$ cat config.mk
export PLATFORM = sky130hd
export DESIGN_NAME = reader_writer_lock_unit_core
export DESIGN_NICKNAME = d
export VERILOG_FILES = /design/src/hdl/rwlu_pkg.sv /design/src/hdl/rwlu_ram.sv /design/src/hdl/rwlu_step.sv /design/src/hdl/reader_writer_lock_unit_core.sv
export SDC_FILE = /design/constraint.sdc
export NUM_CORES = 1
export LEC_CHECK = 0
export ABC_AREA = 1
export BUFFER_PORTS_ARGS = -buffer_cell sky130_fd_sc_hd__buf_2
export CORE_UTILIZATION = 60
export DETAILED_ROUTE_END_ITERATION = 7
export HOLD_SLACK_MARGIN = 0.15
export PLACE_DENSITY = 0.78
export SLEW_MARGIN = 0
export SYNTH_ARGS = -nofsm -noshare
export SYNTH_HDL_FRONTEND = slang
export SYNTH_SLANG_ARGS = --single-unit
$ cat constraint.sdc
create_clock -name clk -period 5.8 [get_ports clk]
set_input_delay 1.74 -clock clk [delete_from_list [all_inputs] [get_ports clk]]
set_output_delay 1.74 -clock clk [all_outputs]
set_load 0.02 [all_outputs]
$ cat src/hdl/rwlu_pkg.sv
// Package with the action codes, error codes and shared types of the reader-writer lock unit.
`default_nettype none

package rwlu_pkg;

    localparam int ACT_W       = 3;
    localparam int ID_W        = 4;
    localparam int OUT_COUNT_W = 10;
    localparam int ERR_W       = 2;

    localparam logic [ACT_W-1:0] ACT_ACQ_EXCL   = 3'd0;
    localparam logic [ACT_W-1:0] ACT_ACQ_SHARED = 3'd1;
    localparam logic [ACT_W-1:0] ACT_REL_EXCL   = 3'd2;
    localparam logic [ACT_W-1:0] ACT_REL_SHARED = 3'd3;
    localparam logic [ACT_W-1:0] ACT_TRY_EXCL   = 3'd4;
    localparam logic [ACT_W-1:0] ACT_TRY_SHARED = 3'd5;
    localparam logic [ACT_W-1:0] ACT_EXCL_CLAIM = 3'd6;
    localparam logic [ACT_W-1:0] ACT_INIT       = 3'd7;

    localparam logic [ERR_W-1:0] ERR_NONE     = 2'd0;
    localparam logic [ERR_W-1:0] ERR_OVERFLOW = 2'd1;
    localparam logic [ERR_W-1:0] ERR_MISMATCH = 2'd2;

    typedef struct packed {
        logic             granted;
        logic             queued;
        logic             wake_exclusive;
        logic [ERR_W-1:0] error_code;
    } rwlu_flags_t;

endpackage

`default_nettype wire

$ cat src/hdl/rwlu_ram.sv
// Generic single-port-write, single-port-read RAM with a registered read.
`default_nettype none

module rwlu_ram #(
    parameter int WIDTH = 32,
    parameter int DEPTH = 16,
    localparam int ADDR_W = (DEPTH > 1) ? $clog2(DEPTH) : 1
) (
    input  wire logic              clk,
    input  wire logic              wen,
    input  wire logic [ADDR_W-1:0] waddr,
    input  wire logic [WIDTH-1:0]  wdata,
    input  wire logic              ren,
    input  wire logic [ADDR_W-1:0] raddr,
    output logic      [WIDTH-1:0]  rdata
);

    logic [WIDTH-1:0] mem [DEPTH];

    always_ff @(posedge clk)
    begin
        if (wen)
        begin
            mem[waddr] <= wdata;
        end
        if (ren)
        begin
            rdata <= mem[raddr];
        end
    end

endmodule

`default_nettype wire

$ cat src/hdl/rwlu_step.sv
// Read-modify-write logic that applies one lock request to one lock word.
`default_nettype none

module rwlu_step #(
    parameter int COUNT_BITS = 10,
    localparam int WORD_W = 3 * COUNT_BITS + 2
) (
    input  wire logic [rwlu_pkg::ACT_W-1:0] action,
    input  wire logic [WORD_W-1:0]          word_in,
    output logic      [WORD_W-1:0]          word_out,
    output rwlu_pkg::rwlu_flags_t           flags,
    output logic      [COUNT_BITS-1:0]      wake_shared
);

    localparam logic [COUNT_BITS-1:0] COUNT_MAX = '1;
    localparam logic [COUNT_BITS-1:0] COUNT_ONE = COUNT_BITS'(1);

    logic                  owned;
    logic                  waking;
    logic [COUNT_BITS-1:0] readers;
    logic [COUNT_BITS-1:0] rwait;
    logic [COUNT_BITS-1:0] wwait;

    assign owned   = word_in[0];
    assign waking  = word_in[1];
    assign readers = word_in[COUNT_BITS+1:2];
    assign rwait   = word_in[2*COUNT_BITS+1:COUNT_BITS+2];
    assign wwait   = word_in[3*COUNT_BITS+1:2*COUNT_BITS+2];

    always_comb
    begin
        logic                  n_owned;
        logic                  n_waking;
        logic [COUNT_BITS-1:0] n_readers;
        logic [COUNT_BITS-1:0] n_rwait;
        logic [COUNT_BITS-1:0] n_wwait;
        logic                  excl_pending;
        logic                  can_share;

        n_owned      = owned;
        n_waking     = waking;
        n_readers    = readers;
        n_rwait      = rwait;
        n_wwait      = wwait;
        excl_pending = waking || (wwait != '0);
        can_share    = !excl_pending && (!owned || (readers != '0));
        flags        = '0;
        flags.error_code = rwlu_pkg::ERR_NONE;
        wake_shared  = '0;

        unique case (action) inside
            rwlu_pkg::ACT_ACQ_EXCL:
            begin
                if (!owned && !waking)
                begin
                    n_owned       = 1'b1;
                    flags.granted = 1'b1;
                end
                else if (wwait == COUNT_MAX)
                begin
                    flags.error_code = rwlu_pkg::ERR_OVERFLOW;
                end
                else
                begin
                    n_wwait      = wwait + COUNT_ONE;
                    flags.queued = 1'b1;
                end
            end
            rwlu_pkg::ACT_ACQ_SHARED, rwlu_pkg::ACT_TRY_SHARED:
            begin
                if (can_share)
                begin
                    if (readers == COUNT_MAX)
                    begin
                        flags.error_code = rwlu_pkg::ERR_OVERFLOW;
                    end
                    else
                    begin
                        n_owned       = 1'b1;
                        n_readers     = readers + COUNT_ONE;
                        flags.granted = 1'b1;
                    end
                end
                else if (action == rwlu_pkg::ACT_ACQ_SHARED)
                begin
                    if (rwait == COUNT_MAX)
                    begin
                        flags.error_code = rwlu_pkg::ERR_OVERFLOW;
                    end
                    else
                    begin
                        n_rwait      = rwait + COUNT_ONE;
                        flags.queued = 1'b1;
                    end
                end
            end
            rwlu_pkg::ACT_REL_EXCL:
            begin
                if (!owned || (readers != '0))
                begin
                    flags.error_code = rwlu_pkg::ERR_MISMATCH;
                end
                else if (wwait != '0)
                begin
                    n_owned              = 1'b0;
                    n_waking             = 1'b1;
                    n_wwait              = wwait - COUNT_ONE;
                    flags.wake_exclusive = 1'b1;
                end
                else
                begin
                    n_owned     = 1'b0;
                    wake_shared = rwait;
                    n_rwait     = '0;
                end
            end
            rwlu_pkg::ACT_REL_SHARED:
            begin
                if (!owned || (readers == '0))
                begin
                    flags.error_code = rwlu_pkg::ERR_MISMATCH;
                end
                else if (readers > COUNT_ONE)
                begin
                    n_readers = readers - COUNT_ONE;
                end
                else if (wwait != '0)
                begin
                    n_owned              = 1'b0;
                    n_readers            = '0;
                    n_waking             = 1'b1;
                    n_wwait              = wwait - COUNT_ONE;
                    flags.wake_exclusive = 1'b1;
                end
                else
                begin
                    n_owned   = 1'b0;
                    n_readers = '0;
                end
            end
            rwlu_pkg::ACT_TRY_EXCL:
            begin
                if (!owned && !waking)
                begin
                    n_owned       = 1'b1;
                    flags.granted = 1'b1;
                end
            end
            rwlu_pkg::ACT_EXCL_CLAIM:
            begin
                if (!waking || owned)
                begin
                    flags.error_code = rwlu_pkg::ERR_MISMATCH;
                end
                else
                begin
                    n_waking      = 1'b0;
                    n_owned       = 1'b1;
                    flags.granted = 1'b1;
                end
            end
            rwlu_pkg::ACT_INIT:
            begin
                n_owned   = 1'b0;
                n_waking  = 1'b0;
                n_readers = '0;
                n_rwait   = '0;
                n_wwait   = '0;
            end
            default:
            begin
                n_owned = owned;
            end
        endcase

        word_out = {n_wwait, n_rwait, n_readers, n_waking, n_owned};
    end

endmodule

`default_nettype wire

$ cat src/hdl/reader_writer_lock_unit_core.sv
// Top level of the reader-writer lock unit: lock word RAM, request sequencing and result register.
//
//  Channel  | Direction | Contents
//  s_axis   | in        | one request: action, lock_id
//  m_axis   | out       | one result per request: grant, queue, wake and error flags, new counts
//
// For each request the lock word is first read from the RAM, then modified and written
// back; a new request is not taken while one is in flight.
// After reset the RAM is cleared one word a cycle, all LOCK_COUNT words, with s_axis_tready low.
// A result waits in the output register while m_axis_tready is low; a following request
// may still be read, and its write-back waits until the output register is free.
`default_nettype none

module reader_writer_lock_unit_core #(
    parameter int LOCK_COUNT = 16,
    parameter int COUNT_BITS = 10
) (
    input  wire logic        clk,
    input  wire logic        rst_n,
    input  wire logic        s_axis_tvalid,
    output logic             s_axis_tready,
    // [2:0] action, [6:3] lock_id, [7] zero
    input  wire logic [7:0]  s_axis_tdata,
    output logic             m_axis_tvalid,
    input  wire logic        m_axis_tready,
    // [0] granted, [1] queued, [2] wake_exclusive, [12:3] wake_shared_count,
    // [14:13] error_code, [15] owned_now, [16] waking_now, [26:17] readers_now,
    // [36:27] reader_waiters_now, [46:37] writer_waiters_now, [47] zero
    output logic [47:0]      m_axis_tdata
);

    localparam int WORD_W   = 3 * COUNT_BITS + 2;
    localparam int ADDR_W   = (LOCK_COUNT > 1) ? $clog2(LOCK_COUNT) : 1;
    localparam int IDX_W    = (ADDR_W > rwlu_pkg::ID_W) ? ADDR_W : rwlu_pkg::ID_W;
    localparam int EXT_W    = (COUNT_BITS > rwlu_pkg::OUT_COUNT_W) ?
                              COUNT_BITS : rwlu_pkg::OUT_COUNT_W;
    localparam logic [ADDR_W-1:0] LAST_ADDR = ADDR_W'(LOCK_COUNT - 1);
    localparam logic [IDX_W:0]    COUNT_LIM = (IDX_W + 1)'(LOCK_COUNT);

    logic [rwlu_pkg::ACT_W-1:0] in_action;
    logic [rwlu_pkg::ID_W-1:0]  in_lock_id;
    logic [IDX_W-1:0]           in_idx;
    logic                       in_range;
    logic                       accept;
    logic                       fire;

    logic                       clearing_reg, clearing_next;
    logic [ADDR_W-1:0]          clr_addr_reg, clr_addr_next;
    logic                       pend_reg, pend_next;
    logic                       range_reg, range_next;
    logic [rwlu_pkg::ACT_W-1:0] act_reg, act_next;
    logic [ADDR_W-1:0]          addr_reg, addr_next;
    logic                       out_valid_reg, out_valid_next;
    logic [47:0]                out_data_reg, out_data_next;

    logic                       ram_wen;
    logic [ADDR_W-1:0]          ram_waddr;
    logic [WORD_W-1:0]          ram_wdata;
    logic [WORD_W-1:0]          ram_rdata;
    logic [WORD_W-1:0]          word_new;
    rwlu_pkg::rwlu_flags_t      step_flags;
    logic [COUNT_BITS-1:0]      step_wake;

    assign in_action  = s_axis_tdata[2:0];
    assign in_lock_id = s_axis_tdata[6:3];
    assign in_idx     = IDX_W'(in_lock_id);
    assign in_range   = {1'b0, in_idx} < COUNT_LIM;

    assign s_axis_tready = !clearing_reg && !pend_reg;
    assign accept        = s_axis_tvalid && s_axis_tready;
    assign fire          = pend_reg && (!out_valid_reg || m_axis_tready);

    rwlu_ram #(
        .WIDTH (WORD_W),
        .DEPTH (LOCK_COUNT)
    ) u_ram (
        .clk   (clk),
        .wen   (ram_wen),
        .waddr (ram_waddr),
        .wdata (ram_wdata),
        .ren   (accept && in_range),
        .raddr (in_idx[ADDR_W-1:0]),
        .rdata (ram_rdata)
    );

    rwlu_step #(
        .COUNT_BITS (COUNT_BITS)
    ) u_step (
        .action      (act_reg),
        .word_in     (ram_rdata),
        .word_out    (word_new),
        .flags       (step_flags),
        .wake_shared (step_wake)
    );

    always_comb
    begin
        logic [EXT_W-1:0] wake_ext;
        logic [EXT_W-1:0] rd_ext;
        logic [EXT_W-1:0] rw_ext;
        logic [EXT_W-1:0] ww_ext;

        wake_ext = EXT_W'(step_wake);
        rd_ext   = EXT_W'(word_new[COUNT_BITS+1:2]);
        rw_ext   = EXT_W'(word_new[2*COUNT_BITS+1:COUNT_BITS+2]);
        ww_ext   = EXT_W'(word_new[3*COUNT_BITS+1:2*COUNT_BITS+2]);

        clearing_next  = clearing_reg;
        clr_addr_next  = clr_addr_reg;
        pend_next      = pend_reg;
        range_next     = range_reg;
        act_next       = act_reg;
        addr_next      = addr_reg;
        out_valid_next = out_valid_reg;
        out_data_next  = out_data_reg;
        ram_wen        = 1'b0;
        ram_waddr      = addr_reg;
        ram_wdata      = word_new;

        if (clearing_reg)
        begin
            ram_wen   = 1'b1;
            ram_waddr = clr_addr_reg;
            ram_wdata = '0;
            if (clr_addr_reg == LAST_ADDR)
            begin
                clearing_next = 1'b0;
            end
            else
            begin
                clr_addr_next = clr_addr_reg + ADDR_W'(1);
            end
        end

        if (m_axis_tready)
        begin
            out_valid_next = 1'b0;
        end

        if (fire)
        begin
            pend_next      = 1'b0;
            out_valid_next = 1'b1;
            if (range_reg)
            begin
                ram_wen       = 1'b1;
                out_data_next = {1'b0,
                                 ww_ext[rwlu_pkg::OUT_COUNT_W-1:0],
                                 rw_ext[rwlu_pkg::OUT_COUNT_W-1:0],
                                 rd_ext[rwlu_pkg::OUT_COUNT_W-1:0],
                                 word_new[1],
                                 word_new[0],
                                 step_flags.error_code,
                                 wake_ext[rwlu_pkg::OUT_COUNT_W-1:0],
                                 step_flags.wake_exclusive,
                                 step_flags.queued,
                                 step_flags.granted};
            end
            else
            begin
                out_data_next = '0;
            end
        end

        if (accept)
        begin
            pend_next  = 1'b1;
            range_next = in_range;
            act_next   = in_action;
            addr_next  = in_idx[ADDR_W-1:0];
        end
    end

    always_ff @(posedge clk or negedge rst_n)
    begin
        if (!rst_n)
        begin
            clearing_reg  <= 1'b1;
            clr_addr_reg  <= '0;
            pend_reg      <= 1'b0;
            out_valid_reg <= 1'b0;
        end
        else
        begin
            clearing_reg  <= clearing_next;
            clr_addr_reg  <= clr_addr_next;
            pend_reg      <= pend_next;
            out_valid_reg <= out_valid_next;
        end
    end

    always_ff @(posedge clk)
    begin
        range_reg    <= range_next;
        act_reg      <= act_next;
        addr_reg     <= addr_next;
        out_data_reg <= out_data_next;
    end

    assign m_axis_tvalid = out_valid_reg;
    assign m_axis_tdata  = out_data_reg;

`ifndef SYNTHESIS
    a_no_accept_while_clearing: assert property (@(posedge clk) disable iff (!rst_n)
        clearing_reg |-> !accept)
        else $error("request accepted during the RAM clearing pass");

    a_pending_kept: assert property (@(posedge clk) disable iff (!rst_n)
        (pend_reg && !fire) |=> pend_reg)
        else $error("pending request dropped without a result");

    a_fire_gives_result: assert property (@(posedge clk) disable iff (!rst_n)
        fire |=> m_axis_tvalid)
        else $error("finished request did not produce a result");

    a_write_only_on_fire: assert property (@(posedge clk) disable iff (!rst_n)
        (ram_wen && !clearing_reg) |-> (fire && range_reg))
        else $error("lock word written outside a completing request");

    a_no_read_while_pending: assert property (@(posedge clk) disable iff (!rst_n)
        pend_reg |-> !accept)
        else $error("second request read before the first was written back");
`endif

endmodule

`default_nettype wire
==> flow_metrics.env <==
export IMPL_final_setup_tns_ns=0
export IMPL_numCtsBuffers=57
export IMPL_grt_antenna_before_repair=1
export IMPL_floorplan_io_pins=62
export IMPL_regArea_sq_um=18100
export IMPL_count_of_unique_library_cells_instantiated_by_yosys=44
export IMPL_htree_levels=2
export IMPL_yosys_register_bits=605
export IMPL_clk_pin_slew_ns=0.06
export IMPL_post_synth_cell_area_avg_sq_um=12.4
export IMPL_grt_met3_usage_pct=3.47
export IMPL_syn_area_sq_um=26400
export IMPL_irDropWorstVdd_uv=279
export IMPL_met1_usage_pct=39.3
export IMPL_drt_first_pass_iters=8
export IMPL_timing_max_slew_rel_slack_pct=11.6
export IMPL_seqPwrFrac_pct=53.8
export IMPL_die_w_microns=212
export IMPL_end_kind="flop"
export IMPL_min_delay_worst_endpoint="m_axis_tvalid"
export IMPL_area_growth_synth_to_final_pct=9.97
export IMPL_final_net_count=2189
export IMPL_grt_usage_pct=28.2
export IMPL_synth_seq_area_share_pct=68.6
export IMPL_critical_path_required_ns=6.05
export IMPL_wire_per_inst_microns=22.2
export IMPL_dominantRegCellSynth="sky130_fd_sc_hd__edfxtp_1"
export IMPL_via_count_of_the_first_global_routing_pass=16142
export IMPL_vias=17058
export IMPL_worst_r2r_endpoint="u_ram.mem[4][13]"
export IMPL_post_place_cells=2694
export IMPL_clock_sinks=605
export IMPL_initial_core_util_pct=61.1
export IMPL_synthesis_nets=2151
export IMPL_clock_share_of_power_pct=36.6
export IMPL_period_share_pct=73.4
export IMPL_core_region_area_sq_um=43300
export IMPL_slew_viols_final=0
export IMPL_failed_checks="design-rule violations"
export IMPL_final_period_minus_worst_setup_slack_ns=4.26
export IMPL_globalRouteOverflowTotal=0
export IMPL_fin_worst_skew_ns=0.0131
export IMPL_globalRouteMet2Util_pct=45.6
export IMPL_syn_instance_count=2130
export IMPL_crit_path_max_fanout=16
export IMPL_pwr_per_cell_area_nw_per_um2=331
export IMPL_p_switching_w=0.00233
export IMPL_total_leakage_power_nw=10.8
export IMPL_detailedPlacementHpwl_microns=37100
export IMPL_hold_buf_count_cts=0
export IMPL_rr_startpoint="act_reg[0]"
export IMPL_drtIter0Drc=2228
export IMPL_max_freq_ghz=0.235
export IMPL_clockRootBuffer="sky130_fd_sc_hd__clkbuf_16"
export IMPL_run_status="finished with violations"
export IMPL_count_of_flip_flops_with_a_built_in_enable_after_synthesis=598
export IMPL_drv_cap=0
export IMPL_final_core_utilization_pct=67.1
export IMPL_power_total_w=0.00961
export IMPL_most_used_layer_global_route="met2"
export IMPL_worstHoldStart="m_axis_tvalid"
export IMPL_fp_dieH_microns=212
export IMPL_cp_data_arrival_time_ns=4.51
export IMPL_clock_latency_ns=0.62
export IMPL_setup_violations=0
export IMPL_worst_hold_path_type="flop to flop"
export IMPL_r2r_slack_ns=1.54
export IMPL_cts_tree="yes"
export IMPL_combPwrFrac_pct=9.7
export IMPL_max_reg_flops=512
export IMPL_crit_start="act_reg[0]"
export IMPL_grt_first_pass_wirelength_microns=93600
export IMPL_clock_path_buffers=3
export IMPL_postCtsSetupRepairBufs=0
export IMPL_nFillCells=2962
export IMPL_portBuffers=59
export IMPL_detail_route_drc_violations=1
export IMPL_placementRows=76
export IMPL_p_sw_share_pct=24.3
export IMPL_fp_dieArea_sq_um=44900
export IMPL_via_per_inst=6.10
export IMPL_place_congestion=0.931
export IMPL_finish_cell_count_without_fillers=2797
export IMPL_timing_reg2reg_worst_path_depth=12
export IMPL_largest_register="u_ram.mem"
export IMPL_post_cts_resized_instances=0
export IMPL_min_path_cells=2
export IMPL_post_route_cells_drive_above_1_share_pct=10.7
export IMPL_antenna_diode_count=0
export IMPL_drt_total_wl_microns=62100
export IMPL_async_flop_share_pct=1.16
export IMPL_worst_setup_sp_type="flop"
export IMPL_area_occupied_by_multi_input_gates_sq_um=6950
export IMPL_synth_warnings=0
export IMPL_ant_nets=0
export IMPL_number_of_hold_violations_in_the_final_report=0
export IMPL_timing_worst_setup_path_type="flop to flop"
export IMPL_grt_max_degree=149
export IMPL_worst_slew_pin_slew_ns=1.32
export IMPL_p_int_w=0.00727
export IMPL_rsz_0062_raised_after_global_routing="false"
==> cells by family (layout without fill, tap and decap cells) <==
family	Yosys count	in the layout	synth area share [%]
buffers and inverters	354	436	5.49
DFF	605	605	68.6
muxes	128	128	4.85
xor gates and xnor gates	17	17	0.564
other	1	1	0.0142
and+or+nand+nor	554	554	9.88
AOI/OAI and AO/OA	462	462	10.1
adders and majority gates	9	9	0.426
==> power by group through the flow <==
stage	registers, W	clock network, W	logic (W)
2_1_floorplan	0.00528	0	0.000564
3_3_place_gp	0.00525	0	0.000884
3_5_place_dp	0.00525	0	0.000909
4_1_cts	0.00516	0.00354	0.000915
5_1_grt	0.00518	0.00368	0.00101
6_report	0.00516	0.00351	0.000927
==> metrics by stage <==
step / cell area (sq um) / hold WS [ns] / worst slack, ns
after floorplan: 26400 / 0.468 / 1.86
after global placement: 27300 / 0.484 / 1.69
after detailed placement: 27300 / 0.494 / 1.68
after CTS: 29100 / 0.508 / 1.64
after global routing: 29100 / 0.544 / 1.38
final: 29100 / 0.503 / 1.54
==> cell type report <==
| cell class | instances | share of cell area (%) |
|---|---|---|
| multi-input cells | 1171 | 23.9 |
| clock inverters | 29 | 0.775 |
| repair buffers | 94 | 2.05 |
| flip-flops and latches | 605 | 62.4 |
| well taps | 585 | 2.52 |
| clock buffers | 74 | 5.20 |
| inverters | 239 | 3.10 |
==> Yosys cell counts (2+ instances only) <==
cell,number,share of area [%]
sky130_fd_sc_hd__nand4_2,2,0.095
sky130_fd_sc_hd__nand3b_1,3,0.085
sky130_fd_sc_hd__xnor2_1,2,0.066
sky130_fd_sc_hd__a31oi_1,6,0.14
sky130_fd_sc_hd__nor2_4,5,0.21
sky130_fd_sc_hd__nor3_2,2,0.076
sky130_fd_sc_hd__buf_6,5,0.21
sky130_fd_sc_hd__nand2_2,10,0.24
sky130_fd_sc_hd__nand3_2,4,0.15
sky130_fd_sc_hd__o21ai_2,2,0.066
sky130_fd_sc_hd__dfrtp_1,6,0.57
sky130_fd_sc_hd__o211ai_1,134,3.8
sky130_fd_sc_hd__a21oi_1,136,2.6
sky130_fd_sc_hd__nor2_1,74,1.1
sky130_fd_sc_hd__nor2_2,7,0.17
sky130_fd_sc_hd__ha_1,9,0.43
sky130_fd_sc_hd__inv_2,9,0.13
sky130_fd_sc_hd__o21ai_0,180,3.4
sky130_fd_sc_hd__nor3_1,14,0.27
sky130_fd_sc_hd__nor2_8,4,0.30
sky130_fd_sc_hd__xor2_1,15,0.50
sky130_fd_sc_hd__and2_1,5,0.12
sky130_fd_sc_hd__mux2i_1,128,4.8
sky130_fd_sc_hd__nand4_1,12,0.28
sky130_fd_sc_hd__nand2_1,250,3.6
sky130_fd_sc_hd__nand4_4,2,0.16
sky130_fd_sc_hd__buf_2,28,0.53
sky130_fd_sc_hd__nand3_1,156,3.0
sky130_fd_sc_hd__buf_1,9,0.13
sky130_fd_sc_hd__nand2_4,2,0.085
sky130_fd_sc_hd__inv_1,229,3.3
sky130_fd_sc_hd__buf_4,13,0.37
sky130_fd_sc_hd__edfxtp_1,598,68
sky130_fd_sc_hd__clkbuf_1,59,0.84
==> cells in the final DEF (no fill, tap or decap), types with 9 or more instances in the layout <==
cell type / netlist / routed
sky130_fd_sc_hd__a21oi_1: 136 / 136
sky130_fd_sc_hd__buf_2: 28 / 57
sky130_fd_sc_hd__buf_4: 13 / 34
sky130_fd_sc_hd__clkbuf_1: 59 / 16
sky130_fd_sc_hd__clkbuf_16: 0 / 58
sky130_fd_sc_hd__clkinv_1: 1 / 17
sky130_fd_sc_hd__edfxtp_1: 598 / 598
sky130_fd_sc_hd__ha_1: 9 / 9
sky130_fd_sc_hd__inv_1: 229 / 226
sky130_fd_sc_hd__inv_2: 9 / 11
sky130_fd_sc_hd__mux2i_1: 128 / 128
sky130_fd_sc_hd__nand2_1: 250 / 250
sky130_fd_sc_hd__nand2_2: 10 / 10
sky130_fd_sc_hd__nand3_1: 156 / 156
sky130_fd_sc_hd__nand4_1: 12 / 12
sky130_fd_sc_hd__nor2_1: 74 / 58
sky130_fd_sc_hd__nor2_4: 5 / 21
sky130_fd_sc_hd__nor3_1: 14 / 14
sky130_fd_sc_hd__o211ai_1: 134 / 134
sky130_fd_sc_hd__o21ai_0: 180 / 180
sky130_fd_sc_hd__xor2_1: 15 / 15
==> per-layer routing <==
layer / vias up / routed length, microns
met5: - / 0
met4: 0 / 2000
met3: 141 / 5610
met2: 883 / 29600
met1: 8274 / 24900
li1: 7760 / -
==> worst max-delay path by stage <==
| stage | end | slack (ns) | cells past startpoint |
|---|---|---|---|
| 2_1_floorplan | u_ram.mem[0][0] | 1.86 | 6 |
| 5_1_grt | u_ram.mem[6][13] | 1.38 | 12 |
| 6_report | u_ram.mem[4][13] | 1.54 | 12 |
| 3_3_place_gp | u_ram.rdata[31] | 1.69 | 7 |
| 4_1_cts | u_ram.mem[7][13] | 1.64 | 12 |
| 3_5_place_dp | u_ram.rdata[31] | 1.68 | 7 |
==> critical path: stages, from the launching register on <==
cell and delay (ns):
sky130_fd_sc_hd__edfxtp_1 0.53, sky130_fd_sc_hd__inv_1 0.29, sky130_fd_sc_hd__nor2_1 0.83, sky130_fd_sc_hd__nand2_1 0.27
sky130_fd_sc_hd__inv_1 0.41, sky130_fd_sc_hd__nand2_1 0.09, sky130_fd_sc_hd__inv_1 0.09, sky130_fd_sc_hd__nand2_1 0.20
sky130_fd_sc_hd__inv_2 0.13, sky130_fd_sc_hd__nand2_1 0.06, sky130_fd_sc_hd__nand2_1 0.05, sky130_fd_sc_hd__inv_1 0.05
sky130_fd_sc_hd__a21oi_1 0.89
(Power assumes the default switching activity.)
